[src/sv/smv_pkg.sv]
// Shared types and constants for the sparse matrix-vector multiply core.
// No dependencies; every other file imports this package.
`default_nettype none

package smv_pkg;

    localparam int ACT_W     = 2;
    localparam int IDX_W     = 10;
    localparam int DATA_W    = 32;
    localparam int ACC_W     = 64;
    localparam int ROW_W     = 10;
    localparam int RC_W      = 11;
    localparam int REG_IDX_W = 2;
    localparam int TERMB_W   = ACC_W - 16;

    // action codes of an input word
    localparam logic [ACT_W-1:0] ACT_LOAD  = 2'd0;
    localparam logic [ACT_W-1:0] ACT_ENTRY = 2'd1;
    localparam logic [ACT_W-1:0] ACT_CLOSE = 2'd2;

    // configuration register indexes
    localparam logic [REG_IDX_W-1:0] REG_ALPHA = 2'd0;
    localparam logic [REG_IDX_W-1:0] REG_BETA  = 2'd1;
    localparam logic [REG_IDX_W-1:0] REG_ROWS  = 2'd2;

    localparam logic [DATA_W-1:0] ALPHA_RESET = 32'h0001_0000;
    localparam logic [DATA_W-1:0] BETA_RESET  = 32'h0000_0000;
    localparam logic [RC_W-1:0]   MAX_ROWS    = 11'd1024;

    localparam logic [ACC_W-1:0]  ACC_MAX = 64'h7FFF_FFFF_FFFF_FFFF;
    localparam logic [ACC_W-1:0]  ACC_MIN = 64'h8000_0000_0000_0000;
    localparam logic [DATA_W-1:0] Z_MAX   = 32'h7FFF_FFFF;
    localparam logic [DATA_W-1:0] Z_MIN   = 32'h8000_0000;

    // close-row partial terms handed from the accumulator to the finish stage
    typedef struct packed {
        logic signed [ACC_W-1:0]   ph;      // alpha * acc[63:32]
        logic signed [DATA_W-1:0]  pl_sh;   // floor(alpha * acc[31:0] / 2^32)
        logic signed [TERMB_W-1:0] term_b;  // floor(beta * y / 2^16)
        logic                      ovf;
    } fin_t;

    typedef struct packed {
        logic [ROW_W-1:0]  row_index;
        logic [DATA_W-1:0] z_value;
        logic              overflow;
        logic              last_row;
    } res_t;

endpackage

`default_nettype wire

[src/sv/smv_finish.sv]
// Final sum and 32-bit saturation of a closed row, row counter with wrap,
// and the result payload register. Depends on smv_pkg.
`default_nettype none

module smv_finish (
    input  logic                     clk,
    input  logic                     rst_n,
    input  logic                     adv,
    input  smv_pkg::fin_t            fin,
    input  logic [smv_pkg::RC_W-1:0] rows,
    output smv_pkg::res_t            res
);
    import smv_pkg::*;

    logic signed [ACC_W:0] sum;
    logic                  pos_sat;
    logic                  neg_sat;
    logic [DATA_W-1:0]     z;
    logic [RC_W-1:0]       eff_rows;
    logic                  last;
    logic [ROW_W-1:0]      row_reg;
    logic [ROW_W-1:0]      row_next;
    res_t                  res_reg;

    assign sum = (ACC_W + 1)'(fin.ph) + (ACC_W + 1)'(fin.pl_sh) + (ACC_W + 1)'(fin.term_b);

    // saturate when bit 31 and the bits above it are not all copies of the sign
    assign pos_sat = !sum[ACC_W] && (|sum[ACC_W:DATA_W-1]);
    assign neg_sat = sum[ACC_W] && !(&sum[ACC_W:DATA_W-1]);

    always_comb
    begin
        if (pos_sat)
        begin
            z = Z_MAX;
        end
        else if (neg_sat)
        begin
            z = Z_MIN;
        end
        else
        begin
            z = sum[DATA_W-1:0];
        end
    end

    // zero or an oversized row count acts as the full 1024 rows
    assign eff_rows = (rows == '0 || rows > MAX_ROWS) ? MAX_ROWS : rows;
    assign last     = ({1'b0, row_reg} == (eff_rows - RC_W'(1)));
    assign row_next = adv ? (last ? '0 : row_reg + ROW_W'(1)) : row_reg;

    always_ff @(posedge clk or negedge rst_n)
    begin
        if (!rst_n)
        begin
            row_reg <= '0;
        end
        else
        begin
            row_reg <= row_next;
        end
    end

    always_ff @(posedge clk)
    begin
        if (adv)
        begin
            res_reg.row_index <= row_reg;
            res_reg.z_value   <= z;
            res_reg.overflow  <= fin.ovf || pos_sat || neg_sat;
            res_reg.last_row  <= last;
        end
    end

    assign res = res_reg;

endmodule

`default_nettype wire

[config.mk]
export PLATFORM = sky130hd
export DESIGN_NAME = smv_finish
export DESIGN_NICKNAME = d
export VERILOG_FILES = /design/src/sv/smv_pkg.sv /design/src/sv/smv_finish.sv
export SDC_FILE = /design/constraint.sdc
export NUM_CORES = 1
export LEC_CHECK = 0
export BUFFER_PORTS_ARGS = -buffer_cell sky130_fd_sc_hd__buf_2
export CORE_UTILIZATION = 57
export CTS_CLUSTER_SIZE = 24
export DETAILED_ROUTE_END_ITERATION = 10
export PLACE_DENSITY_LB_ADDON = 0.15
export SLEW_MARGIN = 20
export SYNTH_ARGS = -nofsm -noshare
export SYNTH_HDL_FRONTEND = slang
export SYNTH_SLANG_ARGS = --single-unit
[constraint.sdc]
create_clock -name clk -period 2.4 [get_ports clk]
set_input_delay 0.12 -clock clk [delete_from_list [all_inputs] [get_ports clk]]
set_output_delay 0.12 -clock clk [all_outputs]
set_load 0.005 [all_outputs]
==> results of run 1 <==
-- repair_timing --
action | CTS
hold buffers | 1
setup buffers | 27
endpoints found under the setup margin | 42
cloned | 3
gates resized for setup | 95
pin swaps | 70
endpoints found under the hold margin | 10
-- cell families after synthesis --
family | Yosys count | share of synthesized area
compound gates | 347 | 0.260
xor+xnor | 54 | 0.0541
fa+ha+maj | 130 | 0.238
buf+inv | 72 | 0.0400
flops | 54 | 0.177
mux | 10 | 0.0116
simple gates | 372 | 0.219
-- per-stage QoR --
step                area, sq um  setup WS (ps)
floorplan                  8960          -1600
CTS                       13500          -1640
global placement          12600          -2130
detailed placement        12600          -2130
-- routing by layer --
metal	GRT overflow	track usage
met1	3	0.800
met4	33	0.825
met3	1	0.684
met2	37	0.971
met5	1	0.310
==> summary.md, run 1 <==
| Metric | Value |
|---|---|
| Count leader, synth | nand2_1 |
| Post-Syn Area | 8880 sq um |
| Initial core utilization | 0.584 |
| DP HPWL | 27900 um |
| # IOs | 203 |
| Net Count, Synth | 1328 |
| Die Y | 127 um |
| I/O Buffers | 202 |
| Failed at | global routing |
| Status | aborted with a tool error |
| Worst_ep grt | res[7]$_SDFFCE_PP1P_/D |
| Routability cong. | 1.01 |
| Pin count of the biggest net entering global routing | 29 |
| Post-Syn Instances | 1039 |
| Primary FF master, synth | edfxtp_1 |
| Largest area contributor in the netlist | edfxtp_1 |
| Synth top area share | 0.149 |
| #FFs+latches synth | 54 |
| Cell row count | 45 |
| Part of the Yosys area used for sequential elements | 0.177 |
| Num CTS Buffers | 5 |
| Async SR Flop Fraction | 0.185 |
| Largest cells by area after synthesis | edfxtp_1 15%, fa_1 15%, ha_1 9.2% |
| Commonest cells post-synth | 106 x nand2_1, 99 x a21oi_1, 76 x nor2_1 |
| Placed cells | 1722 |
| Avg Inst Size Synth | 8.54 sq um |
| Error msg | [ERROR GRT-0232] Routing congestion too high. Check the congestion heatmap in the GUI. |
| Warnings, synthesis | 0 |
| Number of flops mapped to enable cells by yosys | 44 |
| Total grt overflow | 75 |
| Clock buffer depth | 2 |
| H-tree Lvls | 2 |
| Worst endpoint type | register data pin |
| Clk sink count | 54 |
| Die width | 127 um |
| Post-synthesis cell type count | 93 |
| Clock root buffer | clkbuf_16 |
| GRT Total Usage | 0.812 |
==> run 2, diff against run 1 <==
--- a/config.mk
+++ b/config.mk
@@ -6,8 +6,7 @@
 export NUM_CORES = 1
 export LEC_CHECK = 0
 export BUFFER_PORTS_ARGS = -buffer_cell sky130_fd_sc_hd__buf_2
-export CORE_UTILIZATION = 57
-export CTS_CLUSTER_SIZE = 24
+export CORE_UTILIZATION = 40
 export DETAILED_ROUTE_END_ITERATION = 10
 export PLACE_DENSITY_LB_ADDON = 0.15
 export SLEW_MARGIN = 20
==> run 2 against run 1 <==
Against the previous run:
- the flow now finishes, with violations (setup timing)
- synthesized area is the same
- synthesized cell count did not move
==> summary.md, run 2 <==
| Metric | Value |
|---|---|
| Status | finished with violations (was aborted with a tool error) |
| Failing checks | setup timing |
| Avg Inst Size Synth | 8.54 sq um (unchanged) |
| Number of flops mapped to enable cells by yosys | 44 (unchanged) |
| Via density | 5.43 |
| Drt pass-1 iters | 7 |
| I/O Buffers | 202 (unchanged) |
| #FFs+latches synth | 54 (unchanged) |
| Synth top area share | 0.149 (unchanged) |
| RR Startpoint | row_reg[0] |
| H-tree Lvls | 2 (unchanged) |
| First-pass GRT wire length | 48400 um |
| Critical path data arrival time | 4180 ps |
| Antenna viol nets, final | 0 |
| Largest register FFs | 44 |
| CTS tree | done |
| Slew headroom | 0.636 |
| Cell row count | 54 (was 45) |
| Fillers | 1932 |
| Hold worst-path end | res[1] |
| Count leader, synth | nand2_1 (unchanged) |
| Most frequent cells in the layout | 364 x buf_4, 196 x buf_2, 105 x nand2_1 |
| Post-synthesis cell type count | 93 (unchanged) |
| Power per cell area | 705 nW/um^2 |
| CP cell instances | buf_6, fa_2, ha_4, fa_2, a21o_1, a221o_2, a31oi_2, o211a_1, o221ai_2, nor4_2, o2111ai_1, nor4_2, nand4_1, buf_4, or4b_4, a21o_1 |
| Routability cong. | 0.955 (was 1.01) |
| Worst hold stages | 2 |
| Final TNS setup | -54290 ps |
| Post-Synth XOR/XNOR Area | 0.0541 (unchanged) |
| Initial core utilization | 0.407 (was 0.584) |
| Part of the Yosys area used for sequential elements | 0.177 (unchanged) |
| Most common cell after layout, fill and taps aside | buf_4 |
| Synthesized-area fraction occupied by and/or/nand/nor cells | 0.219 (unchanged) |
| Total grt overflow | 0 |
| DR DRC count | 0 |
| Clock buffer depth | 2 (unchanged) |
| Antenna Diode Count | 0 |
| Switch share | 0.421 |
| Share of power burned in registers | 0.167 |
| Final setup vio count | 33 |
| Post-synthesis mux area share | 0.0116 (unchanged) |
| Kind of end point of the critical path | flip-flop |
| Async SR Flop Fraction | 0.185 (unchanged) |
| Final wirelength | 31200 um |
| Vias | 10119 |
| Die Y | 151 um (was 127 um) |
| Post-Syn Area | 8880 sq um (unchanged) |
| Clk_skew | 2.94 ps |
| Actual slew at the worst max-slew pin | 544 ps |
| Vias in the first global route | 9647 |
| Crit path required time | 2450 ps |
| Leakage | 6.30 nW |
| Final Critical Period | 4130 ps |
| Worst r2r path cells | 7 |
| Crit start category | primary input |
| Max stage delay cell, worst path | or4b_4 |
| Final worst slack | -1730 ps |
| Largest area contributor in the netlist | edfxtp_1 (unchanged) |
| Worst stage delay on the critical path | 490 ps |
| Clk sink count | 54 (unchanged) |
| GRT Total Usage | 0.270 |
| Min-delay src | fin[0] |
| Final period util | 1.72 |
| Largest cells by area after synthesis | edfxtp_1 15%, fa_1 15%, ha_1 9.2% (unchanged) |
| Initial antenna violation count | 0 |
| Share of layout cells above drive strength 1 | 0.458 |
| Syn-to-layout area delta | 56.9% |
| Clock root buffer | clkbuf_16 (unchanged) |
| Max Cap Viol | 0 |
| Post-Synth Adder-Cell Area | 0.238 (unchanged) |
| Clock transition at path regs | 70 ps |
| Final net count | 1870 |
| Worst skew pair latency | 290 ps |
| Power share of the clock group | 0.085 |
| Die Area | 22800 sq um |
| Die width | 151 um (was 127 um) |
| WL per Instance | 16.7 um |
| Core area | 21800 sq um |
| Drt initial violations | 560 |
| Fin. max-slew vios | 0 |
| FF-to-FF End | row_reg[6] |
| # IOs | 203 (unchanged) |
| Synth Area in Compound Gates | 0.260 (unchanged) |
| Post-Syn Instances | 1039 (unchanged) |
| Critical path fanouts, max | 4 |
| Final Hold Violating Endpoints | 0 |
| Power share of the combinational group | 0.748 |
| Pin count of the biggest net entering global routing | 37 |
| Total power | 9.82 mW |
| Largest family of logic cells by synthesized area | compound AO/OA/AOI/OAI gates (unchanged) |
| Unrepaired setup endpoints after global routing | true |
| Commonest cells post-synth | 106 x nand2_1, 99 x a21oi_1, 76 x nor2_1 (unchanged) |
| Dpl ws | -2480 ps (was -2130 ps) |
| R2R setup slack | 540 ps |
| Net Sw Power | 4.13 mW |
| Warnings, synthesis | 0 (unchanged) |
| Critical path type | primary input to flip-flop |
| Cell-internal power | 5.69 mW |
| Net Count, Synth | 1328 (unchanged) |
| Highest clock rate | 0.242 GHz |
| Primary FF master, synth | edfxtp_1 (unchanged) |
| Num CTS Buffers | 5 (unchanged) |
| HP Class | primary input to flip-flop |
| Worst vdd ir | 0.000387 V |
| DP HPWL | 26000 um (was 27900 um) |
[run 2: cell counts after synthesis]
No cell type changed its count.
[run 2: through the flow]
| step | cell area, sq um | hold slack (ps) | cells | util |
|---|---|---|---|---|
| floorplan | 8960 | -176 | 1039 | - |
| detailed placement | 12700 | 9.17 | 1816 | 0.580 |
| global placement | 12700 | 3.16 | 1816 | 0.580 |
| global route | 13900 | 115 | 1862 | 0.638 |
| finish | 13900 | 119 | 1862 | 0.638 |
| CTS | 13400 | 111 | 1841 | 0.612 |
[run 2: kinds of logic (layout without fill, tap and decap cells)]
| kind of cell | Yosys count | count (layout) |
|---|---|---|
| adder cells (fa/ha/maj) | 130 | 130 |
| AND/OR/NAND/NOR | 372 | 372 |
| buffers and inverters | 72 | 615 |
| flip-flops | 54 | 54 |
| multiplexers | 10 | 10 |
| AO/OA/AOI/OAI | 347 | 347 |
| XOR/XNOR | 54 | 54 |
[run 2: worst max-delay path by stage]
stage | depth (start not counted) | slack [ps] | end | startpoint
finish | 16 | -1730 | res[1] | fin[82]
global route | 19 | -1890 | res[1] | fin[6]
CTS | 18 | -1690 | res[6] | fin[82]
detailed placement | 16 | -2480 | res[1] | fin[80]
global placement | 16 | -2450 | res[1] | fin[80]
floorplan | 15 | -1600 | res[23] | fin[2]
[run 2: worst max-delay path, delay by kind of cell]
family | cells | cell delay [ps]
buffers and inverters | 2 | 250
AND/OR/NAND/NOR | 4 | 1250
adder cells (fa/ha/maj) | 3 | 1000
AO/OA/AOI/OAI | 7 | 1530
[run 2: repair_timing]
| action | CTS | global route |
|---|---|---|
| pin swaps | 24 | 30 |
| hold buffers | 1 | 0 |
| resized for setup | 70 | 79 |
| buffers inserted | 13 | 20 |
| endpoints found under the hold margin | 10 | 0 |
| cloned | 3 | 1 |
| endpoints found under the setup margin | 33 | 43 |
[run 2: layer usage]
metal	vias up	track usage	share of wire	routed length, um
met5	-	0	0	0
met4	0	0.0700	0.024	757
met3	45	0.0292	0.050	1550
met2	293	0.476	0.48	15100
met1	4767	0.348	0.44	13800
li1	5014	-	-	-
[run 2: layout make-up]
class	count	area (sq um)	share of cell area
multi-input combinational	913	7650	0.549
timing repair buffer	589	4120	0.296
sequential	54	1570	0.113
tap	280	350	0.0251
clock buffer	7	143	0.0102
inverter	18	67.6	0.00485
clock inverter	1	30.0	0.00216
[run 2: power groups by stage]
stage	registers (mW)	logic, mW	clock network, mW
finish	1.64	7.35	0.831
global route	1.66	7.97	0.865
CTS	1.63	6.92	0.837
detailed placement	1.65	6.38	0
global placement	1.65	6.32	0
floorplan	1.60	3.36	0
(Power assumes the default switching activity.)
